$ cat config.mk
export PLATFORM = sky130hd
export DESIGN_NAME = ncv_fifo
export DESIGN_NICKNAME = d
export VERILOG_FILES = /design/src/rtl/ncv_pkg.sv /design/src/rtl/ncv_fifo.sv
export SDC_FILE = /design/constraint.sdc
export NUM_CORES = 1
export LEC_CHECK = 0
export ABC_AREA = 0
export BUFFER_PORTS_ARGS = -buffer_cell sky130_fd_sc_hd__buf_4
export CORE_AREA = 2 2 488 490
export CTS_BUF_LIST = sky130_fd_sc_hd__clkbuf_4 sky130_fd_sc_hd__clkbuf_8 sky130_fd_sc_hd__clkbuf_16
export DETAILED_ROUTE_END_ITERATION = 12
export DIE_AREA = 0 0 490 492
export PLACE_DENSITY_LB_ADDON = 0.05
export SLEW_MARGIN = 5
export SYNTH_ARGS = -nofsm -noshare
export SYNTH_HDL_FRONTEND = slang
export SYNTH_SLANG_ARGS = --single-unit
export TNS_END_PERCENT = 30
$ cat constraint.sdc
create_clock -name clk -period 28.7 [get_ports clk]
set_clock_uncertainty 0.2 [all_clocks]
set_input_delay 1.435 -clock clk [delete_from_list [all_inputs] [get_ports clk]]
set_output_delay 1.435 -clock clk [all_outputs]
set_load 0.1 [all_outputs]
$ cat src/rtl/ncv_pkg.sv
package ncv_pkg;

    localparam int MAX_KERNEL = 5;
    localparam int MAX_WIDTH  = 1024;
    localparam int CHANNELS   = 3;

    localparam int PIX_W    = 8;
    localparam int COEF_W   = 16;
    localparam int NORM_W   = 21;
    localparam int ROW_W    = 16;
    localparam int WCFG_W   = 11;
    localparam int KCFG_W   = 3;
    localparam int CIDX_W   = 5;
    localparam int CFGA_W   = 2;
    localparam int CFGD_W   = 16;
    localparam int COL_W    = $clog2(MAX_WIDTH);
    localparam int WEFF_W   = COL_W + 1;
    localparam int NTAPS    = MAX_KERNEL * MAX_KERNEL;
    localparam int TAP_W    = $clog2(NTAPS + 1);
    localparam int KS_W     = $clog2(MAX_KERNEL + 1);
    localparam int PROD_W   = PIX_W + COEF_W;
    localparam int ACC_W    = PROD_W + $clog2(NTAPS);
    localparam int DCNT_W   = $clog2(ACC_W);

    // input op codes
    localparam logic OP_LOAD  = 1'b0;
    localparam logic OP_PIXEL = 1'b1;

    // configuration register indexes
    localparam logic [CFGA_W-1:0] CFG_WIDTH  = 2'd0;
    localparam logic [CFGA_W-1:0] CFG_HEIGHT = 2'd1;
    localparam logic [CFGA_W-1:0] CFG_KERNEL = 2'd2;

    typedef logic [PIX_W-1:0] sample_t;
    typedef sample_t [CHANNELS-1:0] pixel_t;
    typedef pixel_t [MAX_KERNEL-1:0][MAX_KERNEL-1:0] window_t;
    typedef pixel_t [MAX_KERNEL-2:0] line_word_t;

    typedef struct packed {
        logic                is_coef;
        logic [CIDX_W-1:0]   coef_index;
        logic [COEF_W-1:0]   coef_value;
        window_t             win;
        logic                eof;
    } entry_t;

    typedef struct packed {
        logic full;
        logic empty;
    } fifo_stat_t;

    typedef enum logic [1:0] {
        F_IDLE,
        F_SHIFT,
        F_PUSH
    } front_state_t;

    typedef enum logic [2:0] {
        B_IDLE,
        B_NORM,
        B_MUL,
        B_DIV,
        B_OUT
    } back_state_t;

endpackage

$ cat src/rtl/ncv_fifo.sv
module ncv_fifo (
    input  logic               clk,
    input  logic               rst_n,
    input  logic               push,
    input  ncv_pkg::entry_t    din,
    input  logic               pop,
    output ncv_pkg::entry_t    dout,
    output ncv_pkg::fifo_stat_t stat
);

    ncv_pkg::entry_t mem_reg [2];
    logic            wptr_reg, wptr_next;
    logic            rptr_reg, rptr_next;
    logic [1:0]      cnt_reg, cnt_next;

    always_comb
    begin
        wptr_next = push ? ~wptr_reg : wptr_reg;
        rptr_next = pop ? ~rptr_reg : rptr_reg;
        cnt_next  = cnt_reg + {1'b0, push} - {1'b0, pop};
        stat.full  = (cnt_reg == 2'd2);
        stat.empty = (cnt_reg == 2'd0);
        dout = mem_reg[rptr_reg];
    end

    always_ff @(posedge clk or negedge rst_n)
    begin
        if (!rst_n)
        begin
            wptr_reg <= 1'b0;
            rptr_reg <= 1'b0;
            cnt_reg  <= 2'd0;
        end
        else
        begin
            wptr_reg <= wptr_next;
            rptr_reg <= rptr_next;
            cnt_reg  <= cnt_next;
        end
    end

    always_ff @(posedge clk)
    begin
        if (push)
        begin
            mem_reg[wptr_reg] <= din;
        end
    end

endmodule

* After elaboration in Yosys (flattened, before gate mapping)
Memory sizes are Yosys's and may differ from the RTL's.
Cells that the tools add are included.
** Cells by class
- Reduce and logical (&&, ||, !) cells :: 1
- Bitwise operators :: 2
- Muxes and demuxes :: 2
- Add/sub/neg operators :: 2
- Equality and inequality tests :: 1
** Operator list (number)
- 2-bit by 1-bit adder with 2-bit output :: 1
- 2-bit equality test (second input constant) :: 1
- 2-bit logical NOT :: 1
- 1-bit 2-to-1 mux :: 2
- 1-bit NOT :: 2
- 2-bit by 1-bit subtractor with 2-bit output :: 1
** Storage, ports and cells
- Memories :: 1
- Output and inout bits :: 625
- Register bits after elaboration :: 4
- Bits in writable memories :: 1246
** Memories
- mem_reg :: words 2, bits a word 623, rd ports 1, clocked after memory_dff 0, wr ports 1, line ncv_fifo.sv:11 : ncv_pkg::entry_t mem_reg [2];

* Longest topological paths before layout
- Word-level depth :: 2
- Depth in mapped cells :: 5

* Least setup slack after synthesis
OpenSTA, ideal clock, no wires.
- Kind :: input to register
- Start :: in push
- End :: mem mem_reg[0][0] (netlist bit), enable pin
- Required time :: 26.800 ns
- Cell stages on the path :: 1
- Setup time :: 1.700 ns
- Data arrival time :: 28.127 ns
- Path slack :: -1.327 ns
- Buffers on the path :: 0
- Cell sequence :: nor2b_1
** On the way
- Word-level cells in the longest chain between the ends :: 2
** RTL lines
- start: declaration :: line ncv_fifo.sv:4 : input logic push,
- 1-bit 2-to-1 mux :: line ncv_fifo.sv:44 : if (push)
- 1-bit 2-to-1 mux (not written as such) :: line ncv_fifo.sv:46 : mem_reg[wptr_reg] <= din;
- end: declaration :: line ncv_fifo.sv:11
Every way passes these cells.

==> summary.md <==
| Metric | Value |
|---|---|
| H-tree depth | 4 |
| Tot GR Track Use | 0.132 |
| Drt initial violations | 1266 |
| CP Cell Sequence | buf_4, buf_4, buf_4, buf_4, mux2_2, buf_4 |
| Final RePlAce weighted congestion | 0.771 |
| Area of the die | 241000 um2 |
| GRT overflow | 0 |
| Yosys reg bits | 1250 |
| Worst R2R Path Depth | 5 |
| CTS tree | built |
| CP Class | flop to primary output |
| Final Hold Viols | 0 |
| Total CTS buffers | 156 |
| DRT Pass-1 Iters | 5 |
| WP buf/inv | 5 |
| Post-synthesis sequential area ratio | 0.832 |
| Cell Area, Synth | 45100 um2 |
| Critical Path Source Type | flop |
| Clock Latency Late Sink | 0.78 ns |
| CTS Buffer Depth | 3 |
| Routed via count | 24.1k |
| Sink Count | 1250 |
| Synth Warn # | 0 |
| Final critical-path share of the clock period | 0.263 |
| Mapped Avg Cell Area | 23.1 um2 |
| Drt via density | 3.64 |
| Site row count | 179 |
| CP max FO | 74 |
| Die Y | 492 um |
| Core ar. | 236000 um2 |
| Post-cts sizing count | 0 |
| Cell count after synthesis | 1953 |
| Routed Antenna Nets | 0 |
| Crit path max-delay family | buffers and inverters |
| IO buf count | 1251 |
| CP required | 27.07 ns |
| Global-route wire length before repair | 220000 um |
| Delay of the slowest critical-path stage | 1.00 ns |
| Count of different cell masters after synthesis | 13 |
| CTS Hold Bufs | 0 |
| Die span in x | 490 um |
| Final #Nets | 3945 |
| WP depth | 6 |
| Fraction of layout cells with a size suffix above 1 | 0.623 |
| Worst path arrival time | 5.92 ns |
| CP most frequent cell | buf_4 |
| Min-Delay Path Class | primary input to async pin |
| Synth-to-layout area growth | 40.1% |
| DRC Markers | 0 |
| WL/cell | 24.9 um |
| Root buffer cell | clkbuf_16 |
| Worst Setup SP | rptr_reg$_DFFE_PN0P_ |
| Largest net degree at the start of global routing | 158 |
| FF-to-FF Start | wptr_reg$_DFFE_PN0P_ |
| IO Count | 1252 |
| Finish-stage setup viols | 0 |
| Post-CTS Setup Bufs | 0 |
| Max-cap viol count | 0 |
| Initial antenna violation count | 81 |
| Total wire length | 165000 um |
| Fin util | 0.267 |
| Hold_ws | 0.232 ns |
| Worst slew pin tran | 1.18 ns |
| Critical Path Slowest Stage Cell | dfrtp_4 |
| Total of fill cells in the finished design | 24.0k |
| Outcome | complete, no violations |
| Setup crit end kind | primary output |
| Maximum clock frequency | 132 MHz |
| RSZ-0062 raised after global routing | false |
| Initial core utilization | 0.191 |
| Max FFs per register | 1246 |
| Slew margin rel. | 0.213 |
| Vias in the first global route | 26.3k |
| Min cycle time layout | 7.55 ns |
| Setup TNS | 0 ns |
| Slew Limit Fails | 0 |
| Reg clk slew, reported paths | 0.06 ns |
| Syn_nets | 2582 |
| HPWL after DPL | 122000 um |
## Yosys cell counts
cell / number / area share
ha_1: 2 / 0.00055
and2_1: 1 / 0.00014
buf_4: 36 / 0.0060
inv_1: 2 / 0.00017
nor2b_1: 2 / 0.00028
dfrtp_1: 4 / 0.0022
nor2_1: 1 / 0.000083
buf_6: 4 / 0.0010
buf_2: 29 / 0.0032
mux2_2: 623 / 0.16
xor3_1: 1 / 0.00053
xor2_1: 2 / 0.00039
edfxtp_1: 1246 / 0.83
## routing by layer
metal,wire length (um),share of wire,global-route usage,vias up
li1,-,-,-,10700
met1,59400,0.36,0.137,12100
met2,81800,0.50,0.223,1026
met3,19400,0.12,0.0751,291
met4,4320,0.026,0.0476,48
met5,317,0.0019,0,-
## placed cells by master, fill, tap and decap left out, types with 2 or more instances in the layout
| cell type | n |
|---|---|
| inv_6 | 6 |
| clkinv_2 | 18 |
| xor2_1 | 2 |
| clkinv_8 | 2 |
| ha_1 | 2 |
| clkbuf_16 | 159 |
| buf_12 | 5 |
| clkinv_1 | 36 |
| mux2_2 | 623 |
| bufinv_16 | 5 |
| clkinvlp_4 | 3 |
| inv_1 | 2 |
| diode_2 | 33 |
| edfxtp_1 | 1246 |
| clkbuf_4 | 39 |
| buf_4 | 1269 |
| dfrtp_1 | 3 |
| inv_16 | 2 |
| clkinv_16 | 2 |
## worst paths after layout
path,end,slack (ns)
max,dout[367],21.15
min,rptr_reg$_DFFE_PN0P_,0.23
max reg2reg,mem_reg[0][369]$_DFFE_PP_,24.11
min reg2reg,wptr_reg$_DFFE_PN0P_,0.36
max in group asynchronous,rptr_reg$_DFFE_PN0P_,27.95
min in group clk,wptr_reg$_DFFE_PN0P_,0.36
## cell type report
cell class / instances / area (um2) / area share
Sequential cell: 1250 / 37500 / 0.594
Timing Repair Buffer: 1274 / 9630 / 0.152
Multi-Input combinational cell: 632 / 7110 / 0.113
Clock buffer: 198 / 4270 / 0.0676
Tap cell: 3167 / 3960 / 0.0627
Clock inverter: 75 / 592 / 0.00937
Antenna cell: 33 / 82.6 / 0.00131
Inverter: 2 / 7.51 / 0.000119
## through the flow
stage               setup slack (ns)  area (um2)  cells
floorplan                      10.42       45100   1953
global placement               21.91       58200   6325
detailed placement             21.77       58200   6325
CTS                            20.85       63100   6598
global route                   20.66       63100   6616
finish                         21.15       63200   6631
## kinds of logic after synthesis
kind of cell             Yosys count  synth area share
XOR/XNOR                           3          0.000916
adder cells (fa/ha/maj)            2          0.000555
buffers and inverters             71            0.0104
multiplexers                     623             0.156
AND/OR/NAND/NOR                    4          0.000499
flip-flops                      1250             0.832
Power is left out: the tool's default activity adds up to more than one toggle a clock period on the data nets, which glitch-free logic cannot reach.
