**src/rtl/ncv_pkg.sv**
```systemverilog
package ncv_pkg;

    localparam int MAX_KERNEL = 5;
    localparam int MAX_WIDTH  = 1024;
    localparam int CHANNELS   = 3;

    localparam int PIX_W    = 8;
    localparam int COEF_W   = 16;
    localparam int NORM_W   = 21;
    localparam int ROW_W    = 16;
    localparam int WCFG_W   = 11;
    localparam int KCFG_W   = 3;
    localparam int CIDX_W   = 5;
    localparam int CFGA_W   = 2;
    localparam int CFGD_W   = 16;
    localparam int COL_W    = $clog2(MAX_WIDTH);
    localparam int WEFF_W   = COL_W + 1;
    localparam int NTAPS    = MAX_KERNEL * MAX_KERNEL;
    localparam int TAP_W    = $clog2(NTAPS + 1);
    localparam int KS_W     = $clog2(MAX_KERNEL + 1);
    localparam int PROD_W   = PIX_W + COEF_W;
    localparam int ACC_W    = PROD_W + $clog2(NTAPS);
    localparam int DCNT_W   = $clog2(ACC_W);

    // input op codes
    localparam logic OP_LOAD  = 1'b0;
    localparam logic OP_PIXEL = 1'b1;

    // configuration register indexes
    localparam logic [CFGA_W-1:0] CFG_WIDTH  = 2'd0;
    localparam logic [CFGA_W-1:0] CFG_HEIGHT = 2'd1;
    localparam logic [CFGA_W-1:0] CFG_KERNEL = 2'd2;

    typedef logic [PIX_W-1:0] sample_t;
    typedef sample_t [CHANNELS-1:0] pixel_t;
    typedef pixel_t [MAX_KERNEL-1:0][MAX_KERNEL-1:0] window_t;
    typedef pixel_t [MAX_KERNEL-2:0] line_word_t;

    typedef struct packed {
        logic                is_coef;
        logic [CIDX_W-1:0]   coef_index;
        logic [COEF_W-1:0]   coef_value;
        window_t             win;
        logic                eof;
    } entry_t;

    typedef struct packed {
        logic full;
        logic empty;
    } fifo_stat_t;

    typedef enum logic [1:0] {
        F_IDLE,
        F_SHIFT,
        F_PUSH
    } front_state_t;

    typedef enum logic [2:0] {
        B_IDLE,
        B_NORM,
        B_MUL,
        B_DIV,
        B_OUT
    } back_state_t;

endpackage

```
**src/rtl/ncv_back.sv**
```systemverilog
module ncv_back (
    input  logic                        clk,
    input  logic                        rst_n,
    input  logic [ncv_pkg::KS_W-1:0]    k_eff,
    input  logic                        norm_start,
    input  ncv_pkg::fifo_stat_t         q_stat,
    input  ncv_pkg::entry_t             q_data,
    output logic                        q_pop,
    input  logic                        out_pop,
    output logic                        out_empty,
    output ncv_pkg::pixel_t             out_pix,
    output logic                        out_eof,
    output logic                        out_err
);

    ncv_pkg::back_state_t state_reg, state_next;
    logic [ncv_pkg::COEF_W-1:0] coef_reg [ncv_pkg::NTAPS];
    logic [ncv_pkg::NORM_W-1:0] norm_reg;
    logic [ncv_pkg::NORM_W-1:0] sum_reg;
    logic [ncv_pkg::TAP_W-1:0]  idx_reg;
    logic                       pend_reg;
    logic [ncv_pkg::KS_W-1:0]   kr_reg, kc_reg;
    logic [ncv_pkg::TAP_W-1:0]  ci_reg;
    logic [ncv_pkg::PROD_W-1:0] prod_reg [ncv_pkg::CHANNELS];
    logic                       prod_v_reg;
    logic [ncv_pkg::ACC_W-1:0]  acc_reg [ncv_pkg::CHANNELS];
    logic [ncv_pkg::NORM_W-1:0] rem_reg [ncv_pkg::CHANNELS];
    logic [ncv_pkg::DCNT_W-1:0] cnt_reg;
    logic                       eof_reg, err_reg;
    logic                       out_v_reg;
    ncv_pkg::pixel_t            out_pix_reg;
    logic                       out_eof_reg, out_err_reg;

    logic [ncv_pkg::TAP_W-1:0]  kk;
    logic [ncv_pkg::KS_W-1:0]   wa, wd;
    logic                       load_out;
    logic [ncv_pkg::NORM_W:0]   shifted [ncv_pkg::CHANNELS];

    always_comb
    begin
        kk = ncv_pkg::TAP_W'(k_eff) * ncv_pkg::TAP_W'(k_eff);
        wa = k_eff - 1'b1 - kc_reg;
        wd = k_eff - 1'b1 - kr_reg;
        for (int ch = 0; ch < ncv_pkg::CHANNELS; ch++)
        begin
            shifted[ch] = {rem_reg[ch], acc_reg[ch][ncv_pkg::ACC_W-1]};
        end
        q_pop      = 1'b0;
        load_out   = 1'b0;
        state_next = state_reg;
        unique case (state_reg)
            ncv_pkg::B_IDLE:
            begin
                if (pend_reg)
                begin
                    state_next = ncv_pkg::B_NORM;
                end
                else if (!q_stat.empty)
                begin
                    if (q_data.is_coef)
                    begin
                        q_pop = 1'b1;
                        if (ncv_pkg::TAP_W'(q_data.coef_index) < ncv_pkg::TAP_W'(ncv_pkg::NTAPS))
                        begin
                            state_next = ncv_pkg::B_NORM;
                        end
                    end
                    else if (norm_reg == '0)
                    begin
                        q_pop      = 1'b1;
                        state_next = ncv_pkg::B_OUT;
                    end
                    else
                    begin
                        state_next = ncv_pkg::B_MUL;
                    end
                end
            end
            ncv_pkg::B_NORM:
            begin
                if (idx_reg >= kk)
                begin
                    state_next = ncv_pkg::B_IDLE;
                end
            end
            ncv_pkg::B_MUL:
            begin
                if (kr_reg >= k_eff)
                begin
                    q_pop      = 1'b1;
                    state_next = ncv_pkg::B_DIV;
                end
            end
            ncv_pkg::B_DIV:
            begin
                if (cnt_reg == ncv_pkg::DCNT_W'(ncv_pkg::ACC_W - 1))
                begin
                    state_next = ncv_pkg::B_OUT;
                end
            end
            ncv_pkg::B_OUT:
            begin
                if (!out_v_reg || out_pop)
                begin
                    load_out   = 1'b1;
                    state_next = ncv_pkg::B_IDLE;
                end
            end
            default:
            begin
                state_next = ncv_pkg::B_IDLE;
            end
        endcase
        out_empty = !out_v_reg;
        out_pix   = out_pix_reg;
        out_eof   = out_eof_reg;
        out_err   = out_err_reg;
    end

    always_ff @(posedge clk or negedge rst_n)
    begin
        if (!rst_n)
        begin
            state_reg <= ncv_pkg::B_IDLE;
            norm_reg  <= '0;
            pend_reg  <= 1'b0;
            out_v_reg <= 1'b0;
            for (int i = 0; i < ncv_pkg::NTAPS; i++)
            begin
                coef_reg[i] <= '0;
            end
        end
        else
        begin
            state_reg <= state_next;
            if (norm_start)
            begin
                pend_reg <= 1'b1;
            end
            else if (state_reg == ncv_pkg::B_IDLE && pend_reg)
            begin
                pend_reg <= 1'b0;
            end
            if (state_reg == ncv_pkg::B_IDLE && !pend_reg && q_pop && q_data.is_coef
                && state_next == ncv_pkg::B_NORM)
            begin
                coef_reg[q_data.coef_index] <= q_data.coef_value;
            end
            if (state_reg == ncv_pkg::B_NORM && idx_reg >= kk)
            begin
                norm_reg <= sum_reg;
            end
            if (load_out)
            begin
                out_v_reg <= 1'b1;
            end
            else if (out_pop)
            begin
                out_v_reg <= 1'b0;
            end
        end
    end

    always_ff @(posedge clk)
    begin
        unique case (state_reg)
            ncv_pkg::B_IDLE:
            begin
                sum_reg    <= '0;
                idx_reg    <= '0;
                kr_reg     <= '0;
                kc_reg     <= '0;
                ci_reg     <= '0;
                prod_v_reg <= 1'b0;
                cnt_reg    <= '0;
                eof_reg    <= q_data.eof;
                err_reg    <= (norm_reg == '0);
                for (int ch = 0; ch < ncv_pkg::CHANNELS; ch++)
                begin
                    acc_reg[ch] <= '0;
                    rem_reg[ch] <= '0;
                end
            end
            ncv_pkg::B_NORM:
            begin
                if (idx_reg < kk)
                begin
                    sum_reg <= sum_reg + ncv_pkg::NORM_W'(coef_reg[idx_reg]);
                    idx_reg <= idx_reg + 1'b1;
                end
            end
            ncv_pkg::B_MUL:
            begin
                // multiply one tap, add the previous product
                for (int ch = 0; ch < ncv_pkg::CHANNELS; ch++)
                begin
                    if (prod_v_reg)
                    begin
                        acc_reg[ch] <= acc_reg[ch] + ncv_pkg::ACC_W'(prod_reg[ch]);
                    end
                    prod_reg[ch] <= q_data.win[wa][wd][ch] * coef_reg[ci_reg];
                end
                prod_v_reg <= (kr_reg < k_eff);
                if (kr_reg < k_eff)
                begin
                    ci_reg <= ci_reg + 1'b1;
                    if (kc_reg == k_eff - 1'b1)
                    begin
                        kc_reg <= '0;
                        kr_reg <= kr_reg + 1'b1;
                    end
                    else
                    begin
                        kc_reg <= kc_reg + 1'b1;
                    end
                end
            end
            ncv_pkg::B_DIV:
            begin
                // restoring division, one quotient bit per cycle
                cnt_reg <= cnt_reg + 1'b1;
                for (int ch = 0; ch < ncv_pkg::CHANNELS; ch++)
                begin
                    if (shifted[ch] >= {1'b0, norm_reg})
                    begin
                        rem_reg[ch] <= ncv_pkg::NORM_W'(shifted[ch] - {1'b0, norm_reg});
                        acc_reg[ch] <= {acc_reg[ch][ncv_pkg::ACC_W-2:0], 1'b1};
                    end
                    else
                    begin
                        rem_reg[ch] <= shifted[ch][ncv_pkg::NORM_W-1:0];
                        acc_reg[ch] <= {acc_reg[ch][ncv_pkg::ACC_W-2:0], 1'b0};
                    end
                end
            end
            ncv_pkg::B_OUT:
            begin
                if (load_out)
                begin
                    for (int ch = 0; ch < ncv_pkg::CHANNELS; ch++)
                    begin
                        out_pix_reg[ch] <= err_reg ? '0 : acc_reg[ch][ncv_pkg::PIX_W-1:0];
                    end
                    out_eof_reg <= eof_reg;
                    out_err_reg <= err_reg;
                end
            end
            default:
            begin
                cnt_reg <= '0;
            end
        endcase
    end

endmodule
```
**config.mk**
```make
export PLATFORM = sky130hd
export DESIGN_NAME = ncv_back
export DESIGN_NICKNAME = d
export VERILOG_FILES = /design/src/rtl/ncv_pkg.sv /design/src/rtl/ncv_back.sv
export SDC_FILE = /design/constraint.sdc
export NUM_CORES = 2
export LEC_CHECK = 0
export CAP_MARGIN = 30
export CORE_MARGIN = 5
export CORE_UTILIZATION = 55
export CTS_CLUSTER_DIAMETER = 120
export CTS_CLUSTER_SIZE = 16
export DETAILED_ROUTE_END_ITERATION = 10
export DONT_BUFFER_PORTS = 1
export PLACE_DENSITY = 0.74
export SLEW_MARGIN = 20
export SYNTH_ARGS = -nofsm -noshare
export SYNTH_HDL_FRONTEND = slang
export SYNTH_SLANG_ARGS = --single-unit
```
**constraint.sdc**
```tcl
create_clock -name clk -period 7.89 [get_ports clk]
set_input_delay 0.789 -clock clk [delete_from_list [all_inputs] [get_ports clk]]
set_output_delay 0.789 -clock clk [all_outputs]
set_load 0.05 [all_outputs]
```
; ---- Yosys cells after proc, flatten, opt, wreduce, memory -nomap -nowiden
; Memories as Yosys holds them, arrays and structs flattened.
; Index checks and enable logic that the tools add are counted.
[op_classes]
add_sub_neg = 15
mul = 4
order_cmp = 14
n_eq_ne = 10
mux = 89
n_bitwise = 18
reduce_logical = 21
[ops]
columns = op, count
row1 = 400-bit bitwise mux, 1
row2 = 120-bit binary-select mux with 3-bit select, 1
row3 = 29-bit 2-to-1 mux, 9
row4 = 16-bit binary-select mux with 5-bit select, 2
row5 = 21-bit 2-to-1 mux, 7
row6 = 120-bit 2-to-1 mux, 1
row7 = 29-bit by 24-bit adder with 29-bit output, 3
row8 = 16-bit demux with 5-bit select, 1
row9 = 16-bit 2-to-1 mux, 5
row10 = 24-bit binary-select mux with 3-bit select, 1
row11 = 8-bit by 16-bit multiplier with 24-bit output, 3
row12 = 22-bit by 21-bit greater-or-equal comparator with 1-bit output, 3
row13 = 21-bit subtractor, 3
row14 = 21-bit case mux with 2 select lines, 1
row15 = 3-bit 2-to-1 mux, 13
row16 = 1-bit 2-to-1 mux, 36
row17 = 5-bit case mux with 2 select lines, 3
row18 = 24-bit 2-to-1 mux, 1
row19 = 21-bit by 16-bit adder with 21-bit output, 1
row20 = 21-bit logical NOT, 1
row21 = 6-bit greater-or-equal comparator (second input constant), 3
row22 = 5-bit inverter with 6-bit output, 3
row23 = 5-bit by 1-bit adder with 5-bit output (second input constant), 3
row24 = 1-bit bitwise OR, 15
row25 = 30 further kinds, 51
[totals]
regBits = 497
ram_bits = 222
inputBits = 632
output_inout_bits = 28
wordCells = 217
mem_count = 3
[mem_list]
columns = memory, words, width, rd, rd_clocked_by_memory_dff, write_ports, line
row1 = acc_reg, 3, 29, 3, 0, 3, ncv_back.sv:26  ; logic [ncv_pkg::ACC_W-1:0] acc_reg [ncv_pkg::CHANNELS];
row2 = prod_reg, 3, 24, 3, 0, 3, ncv_back.sv:24  ; logic [ncv_pkg::PROD_W-1:0] prod_reg [ncv_pkg::CHANNELS];
row3 = rem_reg, 3, 21, 3, 0, 3, ncv_back.sv:27  ; logic [ncv_pkg::NORM_W-1:0] rem_reg [ncv_pkg::CHANNELS];

; ---- Depth between registers and ports, before layout
[depth]
ltp_word = 9
mapped_depth = 30

; ---- Worst setup path before layout
; Ideal clock, no wire load.
[synth_path]
path_kind = input to register
start = input port k_eff[0] (netlist name)
end = memory prod_reg[0][46] (netlist name) (data pin)
setup_time_ns = 0.262
t_arrival_ns = 7.797
path_slack_ns = -0.169
path_stages = 29
n_path_buf = 4
path_cell_list = inv_1 -> ha_1 -> fa_1 -> clkbuf_1 -> clkbuf_1 -> clkbuf_1 -> mux2i_1 -> a21oi_1 -> a21oi_1 -> clkbuf_1 -> nor2_1 -> fa_1 -> inv_1 -> fa_1 -> inv_1 -> fa_1 -> inv_1 -> fa_1 -> inv_1 -> ha_1 -> and4_1 -> a211o_1 -> a31oi_1 -> a31oi_1 -> a41o_1 -> nor3_1 -> nor3_1 -> a211oi_1 -> xnor2_1
[synth_lines]
columns = element, line
row1 = start: declaration, ncv_back.sv:4  ; input logic [ncv_pkg::KS_W-1:0] k_eff,
row2 = end: declaration, ncv_back.sv:24

==> key figures <==
Cells and area
  – Area grow syn2layout: 9.15%
  – # nets final: 6364
  – Area of the multi-input gates: 35600 um^2
  – Fillers: 8122
  – Commonest cells after routing, fill and taps aside: nor2_1 (521), mux2_2 (426), dfrtp_1 (426)
  – Most common cell after layout, fill and taps aside: nor2_1
  – Register area: 19400 um^2
  – Fraction of layout instances using a drive strength above 1: 0.248
  – Max FFs per register: 400
  – Non-filler cells, final: 6696

Timing
  – Tightest Pin Transition: 1040 ps
  – Final worst slack: ~250 ps
  – Clk_skew: 82.3 ps
  – Fin crit share: 0.969
  – Hold_ws: -198 ps
  – # setup viols final: 0
  – RSZ-0062 raised after global routing: false
  – Max-slew violation total from the final report: 0
  – Final Hold Viols: roughly 430
  – Achievable clock frequency: 0.131 GHz
  – Final Critical Period: between 7000 and 8000 ps
  – Slew HR: 0.303

CTS
  – Reg clk slew, reported paths: 80 ps
  – Worst-case clock buffer depth: 3
  – Clk_lat worst skew: about 690 ps
  – CTS tree: yes
  – Num CTS Buffers: a little over 50
  – H-tree levels: 2
  – CTS Sinks: 719
  – Clock root buffer: clkbuf_16
  – Post-CTS Setup Bufs: 0

Global routing
  – Pin count of the biggest net entering global routing: 427
  – Total GRT Usage: 0.361
  – Wire length of the first global-routing pass: about 290000 um
  – Grt ovf: 0
  – Initial antenna violation count: between 150 and 200
  – Vias in the first global route: 41800

Floorplan
  – Die W: 333 um
  – Core Region: 104000 um^2
  – Die area: 111000 um^2
  – Die Y: 333 um
  – Starting Density: 0.555
  – Num rows: approximately 120
  – I/O pins: 660

Status
  – Failing checks: hold timing
  – Status: finished, violations left

Detailed routing
  – Iter 0 DRT Violations: 4710
  – Drt pass-1 iters: 6
  – Vias: 43900
  – Total wire length: between 200000 and 250000 um
  – Drt drc: 0
  – Avg Vias per Cell: about 6.6
  – Routed Antenna Nets: 0
  – Detailed-route wire length per cell: 30.8 um

Critical path
  – Crit path buf inv count: 8
  – Crit-path slowest cell: fa_4
  – R2R depth: 29
  – Setup crit start: kr_reg[0]
  – Critical Path Sink Type: flip-flop
  – Flop-to-flop setup slack: 250 ps
  – Crit-path max cell delay: around 810 ps
  – Critical path startpoint category: flip-flop
  – Critical Path RT: 8260 ps
  – Setup Crit Path Kind: flip-flop to flip-flop
  – Worst flop-to-flop path startpoint: kr_reg[0]
  – Max Fanout on Critical Path: 18
  – CP delay by family, top: adder cells
  – Crit. path cell count: 29
  – Worst Path Arrival: around 8000 ps

Power and ir drop
  – Pwr Density: 505 nW/um^2
  – Max VDD drop: 0.391 mV
  – Leakage power: 0.0276 uW

Logic synthesis
  – Async SR Flop Fraction: 0.592
  – Synth cell types: 86
  – Post-synth EDFFs: between 200 and 300
  – Most common flop cell mapped by yosys: dfrtp_1
  – Synth warn: 0
  – Synthesized cell area: 57500 um^2
  – Syn_nets: 6300
  – Syn Area/Cell: 11.3 um^2
  – Synthesis-stage register bit count: 719
  – Sequential area share after synthesis: 0.338
  – Post-synthesis instance total: roughly 5000

Placement
  – DP Wirelength: between 150000 and 200000 um
  – Dpl ws: -197 ps
  – GP Congestion: about 1.2
  – Placed cell count: approximately 6500
  – I/O Buffers: 0

Flow run
  – Max_cap viols: 0

Hold path
  – Worst hold path type: input pin to async pin
metal layers:
layer / up-vias / part of all wire / track usage
met5: - / 0.0013 / 0
met4: 44 / 0.049 / 0.156
met3: 451 / 0.12 / 0.137
met2: 2449 / 0.43 / 0.512
met1: 22300 / 0.40 / 0.501
li1: 18700 / - / -
cells by family after synthesis:
kind of cell,share of synthesized area
compound gates,0.0932
fa+ha+maj,0.157
simple gates,0.0980
mux,0.236
xor+xnor,0.0298
buf+inv,0.0477
flops,0.338
cell type report:
class | count | share of cell area
antenna | 128 | 0.00510
tap | 1380 | 0.0275
timing repair buffer | 318 | 0.0454
multi-input combinational | 3692 | 0.566
clock inverter | 6 | 0.00179
inverter | 386 | 0.0231
sequential | 719 | 0.310
clock buffer | 67 | 0.0213
per-stage QoR:
stage	cell area, um^2	TNS [ps]	util	total power (uW)
6_report	62800	0	0.606	31700
5_1_grt	62600	0	0.604	34200
4_1_cts	62400	0	0.602	31500
3_5_place_dp	61000	-642	0.588	28800
3_3_place_gp	60800	-543	0.587	28300
2_1_floorplan	57500	0	-	21100
worst paths after layout:
path,endpoint
max,prod_reg[0][44]
min,coef_reg[226]
max reg2reg,prod_reg[0][44]
min reg2reg,out_eof
max in group asynchronous,out_v_reg
min in group clk,pend_reg
where the power goes:
group | leakage, uW | switching (uW) | internal [uW] | total [uW]
registers | 0.00876 | 750 | 5530 | 6280
clock network | 0.000695 | 1380 | 1200 | 2580
logic | 0.0182 | 13100 | 9800 | 22900
timing repair:
| item | CTS | global route |
|---|---|---|
| endpoints found under the hold margin | 426 | 426 |
| setup endpoints to repair | 0 | 1 |
| resized for setup | 0 | 1 |
synthesized netlist by cell type, drive strengths merged, types with 18 or more instances:
cell | instances | area (um^2)
o21a | 35 | 263
xor2 | 83 | 727
xnor2 | 113 | 990
nor2b | 82 | 513
mux2i | 92 | 921
nand4 | 18 | 113
nor2 | 526 | 1990
or3 | 20 | 125
nor3 | 44 | 220
a31oi | 18 | 134
a22o | 23 | 201
buf | 122 | 603
a211oi | 44 | 330
nand2 | 276 | 1040
o21bai | 22 | 165
or2 | 65 | 407
fa | 261 | 5230
mux2 | 426 | 4800
and3 | 22 | 138
a21oi | 261 | 1310
inv | 386 | 1450
a21o | 75 | 563
dfrtp | 426 | 10700
o211ai | 19 | 143
nand3 | 83 | 415
clkbuf | 185 | 694
edfxtp | 292 | 8770
mux4 | 350 | 7880
o31ai | 36 | 275
nand2b | 28 | 175
ha | 303 | 3790
o21ai | 203 | 1020
(Power assumes the default switching activity.)
